[src/sv/iphc_pkg.sv]
package iphc_pkg;

  // verdict codes, first matching check wins
  typedef enum logic [2:0] {
    VERDICT_ACCEPT      = 3'd0,
    VERDICT_TTL_ZERO    = 3'd1,
    VERDICT_BAD_VERSION = 3'd2,
    VERDICT_SHORT_HDR   = 3'd3,
    VERDICT_WRONG_DEST  = 3'd4,
    VERDICT_BAD_CSUM    = 3'd5,
    VERDICT_TRUNCATED   = 3'd6
  } verdict_t;

  typedef struct packed {
    logic [7:0] packet_byte;
    logic       last_byte;
  } in_item_t;

  typedef struct packed {
    verdict_t    verdict;
    logic [15:0] packet_length;
  } out_item_t;

  localparam logic [3:0]  IP_VERSION       = 4'd4;
  localparam logic [3:0]  MIN_HEADER_WORDS = 4'd5;
  localparam logic [15:0] MIN_HEADER_BYTES = 16'd20;
  localparam logic [15:0] TTL_INDEX        = 16'd8;
  localparam logic [15:0] DEST_FIRST_INDEX = 16'd16;
  localparam logic [15:0] DEST_LAST_INDEX  = 16'd19;
  localparam logic [15:0] COUNT_MAX        = 16'hffff;
  localparam logic [15:0] CSUM_GOOD        = 16'hffff;
  localparam logic [31:0] BROADCAST_ADDR   = 32'hffff_ffff;

endpackage

[src/sv/iphc_accum.sv]
module iphc_accum (
  input  logic               clk,
  input  logic               rst_n,
  input  logic               fire,
  input  iphc_pkg::in_item_t item,
  input  logic [31:0]        local_address,
  output iphc_pkg::out_item_t result
);
  import iphc_pkg::*;

  logic [15:0] byte_count_r,       byte_count_nxt;
  logic [3:0]  header_words_r,     header_words_nxt;
  logic [3:0]  version_seen_r,     version_seen_nxt;
  logic [7:0]  ttl_seen_r,         ttl_seen_nxt;
  logic [31:0] destination_seen_r, destination_seen_nxt;
  logic [7:0]  pending_high_byte_r, pending_high_byte_nxt;
  logic [20:0] ones_sum_r,         ones_sum_nxt;

  logic [15:0] idx;
  logic [15:0] hdr_bytes;
  logic [15:0] need;
  logic        in_header;
  logic [16:0] fold1;
  logic [15:0] fold2;
  verdict_t    verdict;

  // field capture and running sum for the current byte
  always_comb begin
    idx                  = byte_count_r;
    header_words_nxt     = header_words_r;
    version_seen_nxt     = version_seen_r;
    ttl_seen_nxt         = ttl_seen_r;
    destination_seen_nxt = destination_seen_r;
    pending_high_byte_nxt = pending_high_byte_r;
    ones_sum_nxt         = ones_sum_r;
    if (idx == 16'd0) begin
      version_seen_nxt = item.packet_byte[7:4];
      header_words_nxt = item.packet_byte[3:0];
    end
    if (idx == TTL_INDEX) begin
      ttl_seen_nxt = item.packet_byte;
    end
    if (idx >= DEST_FIRST_INDEX && idx <= DEST_LAST_INDEX) begin
      destination_seen_nxt = {destination_seen_r[23:0], item.packet_byte};
    end
    hdr_bytes = {10'd0, header_words_nxt, 2'b00};
    in_header = idx < hdr_bytes;
    if (in_header) begin
      if (!idx[0]) begin
        pending_high_byte_nxt = item.packet_byte;
      end else begin
        ones_sum_nxt = ones_sum_r + {5'd0, pending_high_byte_r, item.packet_byte};
      end
    end
    byte_count_nxt = (idx != COUNT_MAX) ? idx + 16'd1 : idx;
  end

  // verdict from the updated state, checks in priority order
  always_comb begin
    need  = (header_words_nxt >= MIN_HEADER_WORDS) ? hdr_bytes : MIN_HEADER_BYTES;
    fold1 = {1'b0, ones_sum_nxt[15:0]} + {12'd0, ones_sum_nxt[20:16]};
    fold2 = fold1[15:0] + {15'd0, fold1[16]};
    if (byte_count_nxt < need) begin
      verdict = VERDICT_TRUNCATED;
    end else if (ttl_seen_nxt == 8'd0) begin
      verdict = VERDICT_TTL_ZERO;
    end else if (version_seen_nxt != IP_VERSION) begin
      verdict = VERDICT_BAD_VERSION;
    end else if (header_words_nxt < MIN_HEADER_WORDS) begin
      verdict = VERDICT_SHORT_HDR;
    end else if (destination_seen_nxt != local_address &&
                 destination_seen_nxt != BROADCAST_ADDR) begin
      verdict = VERDICT_WRONG_DEST;
    end else if (fold2 != CSUM_GOOD) begin
      verdict = VERDICT_BAD_CSUM;
    end else begin
      verdict = VERDICT_ACCEPT;
    end
    result.verdict       = verdict;
    result.packet_length = byte_count_nxt;
  end

  // per-packet state, cleared after the last byte
  always_ff @(posedge clk) begin
    if (!rst_n || (fire && item.last_byte)) begin
      byte_count_r        <= '0;
      header_words_r      <= '0;
      version_seen_r      <= '0;
      ttl_seen_r          <= '0;
      destination_seen_r  <= '0;
      pending_high_byte_r <= '0;
      ones_sum_r          <= '0;
    end else if (fire) begin
      byte_count_r        <= byte_count_nxt;
      header_words_r      <= header_words_nxt;
      version_seen_r      <= version_seen_nxt;
      ttl_seen_r          <= ttl_seen_nxt;
      destination_seen_r  <= destination_seen_nxt;
      pending_high_byte_r <= pending_high_byte_nxt;
      ones_sum_r          <= ones_sum_nxt;
    end
  end

endmodule

[src/sv/ipv4_receive_header_check.sv]
// Checks a received IPv4 packet presented one byte per transaction, header
// first, with last_byte marking the final byte. Bytes are taken at one per
// cycle unless stalled: a byte is registered on entry, then updates the field
// captures and header ones'-complement sum as it leaves that register. Only
// a packet's last byte yields a result (verdict and saturated packet length)
// in the output register as that byte leaves; the input stalls only while a
// finished result is still waiting there and a new last byte needs the slot.
// Verdicts are checked in order truncated, ttl zero, bad version, short header,
// wrong destination (neither cfg address nor 255.255.255.255), bad checksum.
// The user must write cfg_local_address only while idle; it is not enforced.
module ipv4_receive_header_check (
  input  logic                clk,
  input  logic                rst_n,
  input  logic                cfg_we,
  input  logic [31:0]         cfg_local_address,
  input  logic                in_valid,
  output logic                in_stall,
  input  iphc_pkg::in_item_t  in_data,
  output logic                out_valid,
  input  logic                out_stall,
  output iphc_pkg::out_item_t out_data
);
  import iphc_pkg::*;

  logic [31:0] local_address_r;
  logic        s1_valid_r;
  in_item_t    s1_item_r;
  logic        out_valid_r;
  out_item_t   out_data_r;

  logic        slot_free;
  logic        s1_fire;
  out_item_t   result;

  // local address register
  always_ff @(posedge clk) begin
    if (!rst_n) begin
      local_address_r <= '0;
    end else if (cfg_we) begin
      local_address_r <= cfg_local_address;
    end
  end

  // handshake: only a last byte needs the output slot
  assign slot_free = !out_valid_r || !out_stall;
  assign s1_fire   = s1_valid_r && (!s1_item_r.last_byte || slot_free);
  assign in_stall  = s1_valid_r && !s1_fire;

  // input register
  always_ff @(posedge clk) begin
    if (!rst_n) begin
      s1_valid_r <= 1'b0;
    end else if (!in_stall) begin
      s1_valid_r <= in_valid;
    end
  end

  always_ff @(posedge clk) begin
    if (!in_stall && in_valid) begin
      s1_item_r <= in_data;
    end
  end

  iphc_accum u_accum (
    .clk           (clk),
    .rst_n         (rst_n),
    .fire          (s1_fire),
    .item          (s1_item_r),
    .local_address (local_address_r),
    .result        (result)
  );

  // result register
  always_ff @(posedge clk) begin
    if (!rst_n) begin
      out_valid_r <= 1'b0;
    end else if (s1_fire && s1_item_r.last_byte) begin
      out_valid_r <= 1'b1;
    end else if (!out_stall) begin
      out_valid_r <= 1'b0;
    end
  end

  always_ff @(posedge clk) begin
    if (s1_fire && s1_item_r.last_byte) begin
      out_data_r <= result;
    end
  end

  assign out_valid = out_valid_r;
  assign out_data  = out_data_r;

endmodule
[config.mk]
export PLATFORM = sky130hd
export DESIGN_NAME = ipv4_receive_header_check
export DESIGN_NICKNAME = d
export VERILOG_FILES = /design/src/sv/iphc_pkg.sv /design/src/sv/iphc_accum.sv /design/src/sv/ipv4_receive_header_check.sv
export SDC_FILE = /design/constraint.sdc
export NUM_CORES = 1
export LEC_CHECK = 0
export BUFFER_PORTS_ARGS = -buffer_cell sky130_fd_sc_hd__buf_2
export CORE_MARGIN = 4
export CORE_UTILIZATION = 45
export CTS_CLUSTER_DIAMETER = 80
export CTS_CLUSTER_SIZE = 30
export DETAILED_ROUTE_END_ITERATION = 10
export RECOVER_POWER = 50
export SETUP_SLACK_MARGIN = 0.02
export SYNTH_ARGS = -nofsm -noshare
export SYNTH_HDL_FRONTEND = slang
export SYNTH_SLANG_ARGS = --single-unit
[constraint.sdc]
create_clock -name clk -period 5.82 [get_ports clk]
set_input_delay 0.291 -clock clk [delete_from_list [all_inputs] [get_ports clk]]
set_output_delay 0.291 -clock clk [all_outputs]
set_load 0.005 [all_outputs]
# Word-level counts from Yosys, hierarchy flattened
# Index checks and enable logic that the tools add are counted.
[totals] reg_bits=155 in_bits=46 output_inout_bits=21
[classes] n_addsub=4 order_cmp=6 n_eq_ne=7 muxes=15 n_bitwise=1 n_reduce_logical=18
[ops] op="$mux W21" n=2
[ops] op="$mux W32" n=1
[ops] op="$ne A16 B16 Y1 const B" n=2
[ops] op="$ne A32 B32 Y1" n=1
[ops] op="$ne A32 B32 Y1 const B" n=1
[ops] op="$add A21 B16 Y21" n=1
[ops] op="$add A16 B5 Y17" n=1
[ops] op="$add A16 B1 Y16" n=1
[ops] op="$add A16 B1 Y16 const B" n=1
[ops] op="$eq A16 B4 Y1 const B" n=1
[ops] op="$ge A16 B5 Y1 const B" n=1
[ops] op="$le A16 B5 Y1 const B" n=1
[ops] op="$logic_not A16 Y1" n=1
[ops] op="$lt A16 B16 Y1" n=1
[ops] op="$lt A16 B6 Y1" n=1
[ops] op="$mux W16" n=1
[ops] op="$mux W3" n=5
[ops] op="$logic_not A8 Y1" n=1
[ops] op="$mux W4" n=2
[ops] op="$mux W8" n=1
[ops] op="$logic_and A1 B1 Y1" n=6
[ops] op="$logic_not A1 Y1" n=6
[ops] op="$mux W6" n=1
[ops] op="$ge A4 B3 Y1 const B" n=1
[ops] op="7 further kinds" n=10

# Depth between registers and ports, before layout
[logic_depth] depth_word=12 mapped_depth=32 mapped_depth_nobuf=28

# Cells and area by module
# A second synthesis with hierarchy kept.
[unflattened] cells_unflattened=1030 area_unflattened_um2=9064.9
[modules_own_cells] mod="iphc_accum" instances=1 cells_each=888 area_per_inst_um2=6887.9
[modules_own_cells] mod="ipv4_receive_header_check" instances=1 cells_each=142 area_per_inst_um2=2177.1

# Worst setup path after synthesis
# OpenSTA, ideal clock, no wires.
[synth_timing] path_kind="reg-to-reg" startpoint="register u_accum.byte_count_r[0]" endpoint="register out_data_r (netlist bit out_data[18]), data pin" setup_ns=0.266 arrival_ns=5.900 slack_ns=-0.346 path_stages_with_launch=31 path_buffers=4 synth_period_minus_slack_ns=6.166 cell_sequence="dfxtp_1 -> buf_2 -> inv_1 -> ha_1 -> nor4b_4 -> nand4_2 -> buf_6 -> mux2i_1 -> ha_1 -> or2_1 -> a222oi_1 -> a311oi_1 -> mux2_4 -> nand3b_1 -> clkbuf_1 -> nor2_1 -> nand3_1 -> xnor2_1 -> ha_1 -> o21ai_0 -> o21ai_0 -> a21o_1 -> clkbuf_1 -> o211ai_1 -> xor2_1 -> nor4_1 -> o21ai_1 -> nand4b_4 -> or4b_1 -> a31oi_1 -> a22oi_1"
[synth_between] elab_chain_cells=12
[synth_lines] element="start, declared" line_no="iphc_accum.sv:11" source="logic [15:0] byte_count_r, byte_count_nxt;"
[synth_lines] element="start signal, assigned" line_no="iphc_accum.sv:94" source="byte_count_r <= byte_count_nxt;"
[synth_lines] element="$logic_not A16 Y1" line_no="iphc_accum.sv:36" source="if (idx == 16'd0) begin"
[synth_lines] element="$mux W4" line_no="iphc_accum.sv:36"
[synth_lines] element="$lt A16 B6 Y1" line_no="iphc_accum.sv:47" source="in_header = idx < hdr_bytes;"
[synth_lines] element="$mux W21 (*)" line_no="iphc_accum.sv:48" source="if (in_header) begin"
[synth_lines] element="via u_accum.ones_sum_nxt[18]" line_no="iphc_accum.sv:17" source="logic [20:0] ones_sum_r, ones_sum_nxt;"
[synth_lines] element="$add A16 B5 Y17 (*)" line_no="iphc_accum.sv:61" source="fold1 = {1'b0, ones_sum_nxt[15:0]} + {12'd0, ones_sum_nxt[20:16]};"
[synth_lines] element="$add A16 B1 Y16 (*)" line_no="iphc_accum.sv:62" source="fold2 = fold1[15:0] + {15'd0, fold1[16]};"
[synth_lines] element="$ne A16 B16 Y1 (*)" line_no="iphc_accum.sv:74" source="end else if (fold2 != CSUM_GOOD) begin"
[synth_lines] element="$mux W3 (*)" line_no="iphc_accum.sv:74"
[synth_lines] element="$mux W3 (*)" line_no="iphc_accum.sv:71" source="end else if (destination_seen_nxt != local_address &&"
[synth_lines] element="$mux W3 (*)" line_no="iphc_accum.sv:69" source="end else if (header_words_nxt < MIN_HEADER_WORDS) begin"
[synth_lines] element="$mux W3 (*)" line_no="iphc_accum.sv:67" source="end else if (version_seen_nxt != IP_VERSION) begin"
[synth_lines] element="$mux W3 (*)" line_no="iphc_accum.sv:65" source="end else if (ttl_seen_nxt == 8'd0) begin"
[synth_lines] element="end signal, assigned" line_no="ipv4_receive_header_check.sv:86" source="out_data_r <= result;"
[synth_lines] element="end, declared" line_no="ipv4_receive_header_check.sv:29" source="out_item_t out_data_r;"
# Mark *: on every way through the listed nets, which the timed path passes. The rest lies on a longest branch.
# A chain may end at the register's enable or synchronous reset.

# Worst setup path in the final report
# Same ends and word-level chain as after synthesis.

==> impl_results.md <==
* Max-cap violations at 2
* Final core utilization at between 50% and 60%
* Vias in the first global route at roughly 7.6k
* Setup slack, reg-to-reg at ~0.11 ns
* RR Startpoint: u_accum.byte_count_r[0]
* Syn_nets at between 1k and 1.5k
* Hold endpoint: s1_item_r[1]
* Netlist Area Pre-Place at 9250 um2
* First-pass GRT wire length at 40300 um
* Worst-path clk slew at about 0.070 ns
* Core area at 20200 um2
* Starting density of the core at roughly 46%
* H-tree levels at 4
* Data required time at the worst endpoint at roughly 6 ns
* Top cells by area, synth: dfxtp_1 (27%), edfxtp_1 (9.1%), mux2i_1 (7.8%), nand2_1 (5.6%), xor2_1 (5.3%)
* RSZ-0062 raised after global routing: yes
* Buffers from clock root to sink, at most at 2
* Root Driver: clkbuf_16
* Slew Limit Fails at 63
* Total number of vias at 8180
* Synth top area share at 27.5%
* Worst hold path class: in -> reg
* Status: finished, violations left
* Power share of the clock group at between 40% and 50%
* Hold depth at 1
* Initial antenna violation count at 0
* Leakage dissipation at approximately 4.3 nW
* Slew headroom at -48.6%
* Post-Synth Simple-Gate Area at a little under a quarter
* Worst-Margin Slew at around 2.2 ns
* Antenna Cells at 0
* Drt pass-1 iters at 5
* Met3 Track Usage GR at about 3.2%
* Internal power at roughly 0.0018 W
* Gate Count Post-Synth at ~1.1k
* FF+latch count, synth at about 160
* Violations in the final reports: capacitance limit, slew limit
* TritonCTS Buffers at 17
* Number of nets in the layout at between 1k and 1.5k
* R2R cell count at 27
* CTS tree: built
* Part of the power in registers at approximately 45%
* Ys flop type: dfxtp_1
* Final hold vios at 0
* Antenna-violating nets left at 0
* Worst-path maximum fanout at 5
* Pin count of the biggest net entering global routing at 54
* PwrDens at around 240 nW/um2
* Largest family of logic cells by synthesized area: simple AND/OR/NAND/NOR gates
* Max Fclk at around 180 MHz
* Clock skew at between 0.009 and 0.01 ns
* Final setup violation count at 0
* Total net switching power at around 0.00075 W
* Area grow syn2layout at 19.0%
* Worst path arrival time at slightly below 6 ns
* Combinational power share at 13.5%
* Setup CP Type: reg -> reg
* Final WL at 25300 um
* Die width at roughly 150 um
* Die area at 22900 um2
* Drt wl/cell at roughly 17 um
* Met1 usage at 32.7%
* DP Area at slightly above 10000 um2
* # DRC at 0
* Die height at approximately 150 um
* Synth Area in Compound Gates at ~15%
* Share of cells above drive strength 1 at roughly 18%
* DR iter-0 viols at 640
* # port buffers at 66
* Mux cell area share after synthesis at under 10%
* Clock Sinks at approximately 160
* Gr ovfl total at 0
* GRT busiest layer: met2
* Yosys cell types at between 80 and 90
* Final GP Congestion at between 0.9 and 1
* Met2 GRT Util at approximately a third
* Synthesis Warnings at 0
* Min Tclk post-route at 5.71 ns
* Asr flop ratio synth at 0%
* Via density at between 5 and 6
* Slowest CP cell: or4b_4
* Post-synth top cells: nand2_1 (137), dfxtp_1 (127), nor2_1 (106)
* Max VDD drop at roughly 0.00021 V
* Sw Ratio at between 20% and 30%
* HPWL after DPL at between 15000 and 20000 um
* CP Launch Type: register
* Post-route cell area at roughly 11000 um2
* Yosys top cell by area: dfxtp_1
* Tcrit/Tclk final at between 90 and 100%
* Register area share after synthesis at between 30% and 40%
* Post-synthesis adder-cell area fraction at 4.46%
* Setup crit end kind: register
* IO Count at 67
* Row cnt at 52
* End of the worst register-to-register path: out_data[18]
* Hold_buf cts at 0
* Number of enable flip-flop cells after synthesis at 28
* Count leader, synth: nand2_1
* Gr usage total at between 20% and 30%
* Clk_lat worst skew at roughly 0.43 ns
* Hold_sp: in_data[1]
* Slowest stage delay, CP at approximately 0.55 ns
* Synth Area per Inst at ~8.5 um2
* Post-Synth XOR/XNOR Area at 8.23%
## cell usage in the layout (no fill, tap or decap), types with 10 or more instances in the layout
cell	Yosys	layout
buf_2	10	49
nand2b_1	12	12
nand3_1	29	28
nor2b_1	36	36
nor3_1	26	25
dfxtp_1	127	126
clkbuf_16	0	17
buf_4	0	78
xnor2_1	31	30
clkbuf_1	38	19
nor4_1	19	15
o211ai_1	11	11
a211oi_1	14	14
mux2i_1	72	71
ha_1	29	26
a21oi_1	79	77
and3_1	10	10
nand4_1	23	23
o21ai_0	20	15
nor2_1	106	103
edfxtp_1	28	28
inv_1	39	37
nand2_1	137	136
xor2_1	56	56
## cell families (layout without fill, tap and decap cells)
| kind of cell | Yosys count | after routing |
|---|---|---|
| AOI/OAI and AO/OA | 207 | 207 |
| DFF | 155 | 155 |
| xor gates and xnor gates | 87 | 87 |
| buffers and inverters | 98 | 220 |
| and+or+nand+nor | 433 | 433 |
| muxes | 77 | 77 |
| adders and majority gates | 32 | 32 |
## registers in the layout, summed over array words and instances (netlist names)
register and count:
local_address_r 32, u_accum.destination_seen_r 32, u_accum.ones_sum_r 21, out_data 19
u_accum.byte_count_r 16, s1_item_r 9, u_accum.pending_high_byte_r 8, u_accum.ttl_seen_r 8
u_accum.header_words_r 4, u_accum.version_seen_r 4, out_valid 1, s1_valid_r 1
## critical path: cells and delay by family, from the launching register on
| family | cells | cell delay, ns |
|---|---|---|
| XOR/XNOR | 2 | 0.36 |
| AO/OA/AOI/OAI | 9 | 1.42 |
| buffers and inverters | 2 | 0.17 |
| AND/OR/NAND/NOR | 9 | 2.03 |
| flip-flops | 1 | 0.32 |
| adder cells (fa/ha/maj) | 3 | 0.60 |
| multiplexers | 2 | 0.52 |
## per-stage QoR
| stage | hold WS, ns | worst slack, ns | power (W) | TNS, ns | cells |
|---|---|---|---|---|---|
| after floorplan | 0.390 | 0.0204 | 0.00139 | 0 | 1089 |
| after detailed placement | 0.451 | -0.000373 | 0.00151 | -0.000373 | 1440 |
| after CTS | 0.0212 | 0.0260 | 0.00260 | 0 | 1472 |
| after global routing | 0.0206 | -0.305 | 0.00270 | -0.604 | 1481 |
| after global placement | 0.439 | 0.0457 | 0.00151 | 0 | 1440 |
| final | 0.0355 | 0.106 | 0.00259 | 0 | 1481 |
## worst max-delay path by stage
stage	startpoint	endpoint	slack (ns)
after global routing	u_accum.byte_count_r[0]	out_data[18]	-0.31
final	u_accum.byte_count_r[0]	out_data[18]	0.11
after floorplan	u_accum.byte_count_r[0]	out_data[18]	0.02
after CTS	u_accum.byte_count_r[1]	out_data[18]	0.03
after global placement	u_accum.byte_count_r[1]	out_data[18]	0.05
after detailed placement	u_accum.byte_count_r[1]	out_data[18]	-0.0004
## final cells by class
type | count | area, um2
flip-flops and latches | 155 | 3380
fillers | 1871 | 9220
repair buffers | 148 | 925
clock inverters | 15 | 146
inverters | 40 | 150
well taps | 270 | 338
clock buffers | 17 | 425
multi-input cells | 836 | 5640
## timing repair
| item | in CTS | in global routing |
|---|---|---|
| endpoints found under the setup margin | 2 | 2 |
| endpoints found under the hold margin | 0 | 0 |
| gates resized for setup | 3 | 27 |
| pin swaps | 0 | 12 |
| buffers inserted | 0 | 9 |
## power groups by stage
| stage | Combinational, W | Clock, W | Sequential, W |
|---|---|---|---|
| 6_report | 0.000351 | 0.00109 | 0.00115 |
| 5_1_grt | 0.000386 | 0.00116 | 0.00116 |
| 4_1_cts | 0.000337 | 0.00111 | 0.00115 |
| 3_5_place_dp | 0.000334 | 0 | 0.00118 |
| 3_3_place_gp | 0.000333 | 0 | 0.00118 |
| 2_1_floorplan | 0.000229 | 0 | 0.00117 |
## routing by layer
layer	routed length, um	share of wire [%]
met5	0	0
met4	401	1.6
met3	1230	4.8
met2	11300	44
met1	12400	49
(Power assumes the default switching activity.)
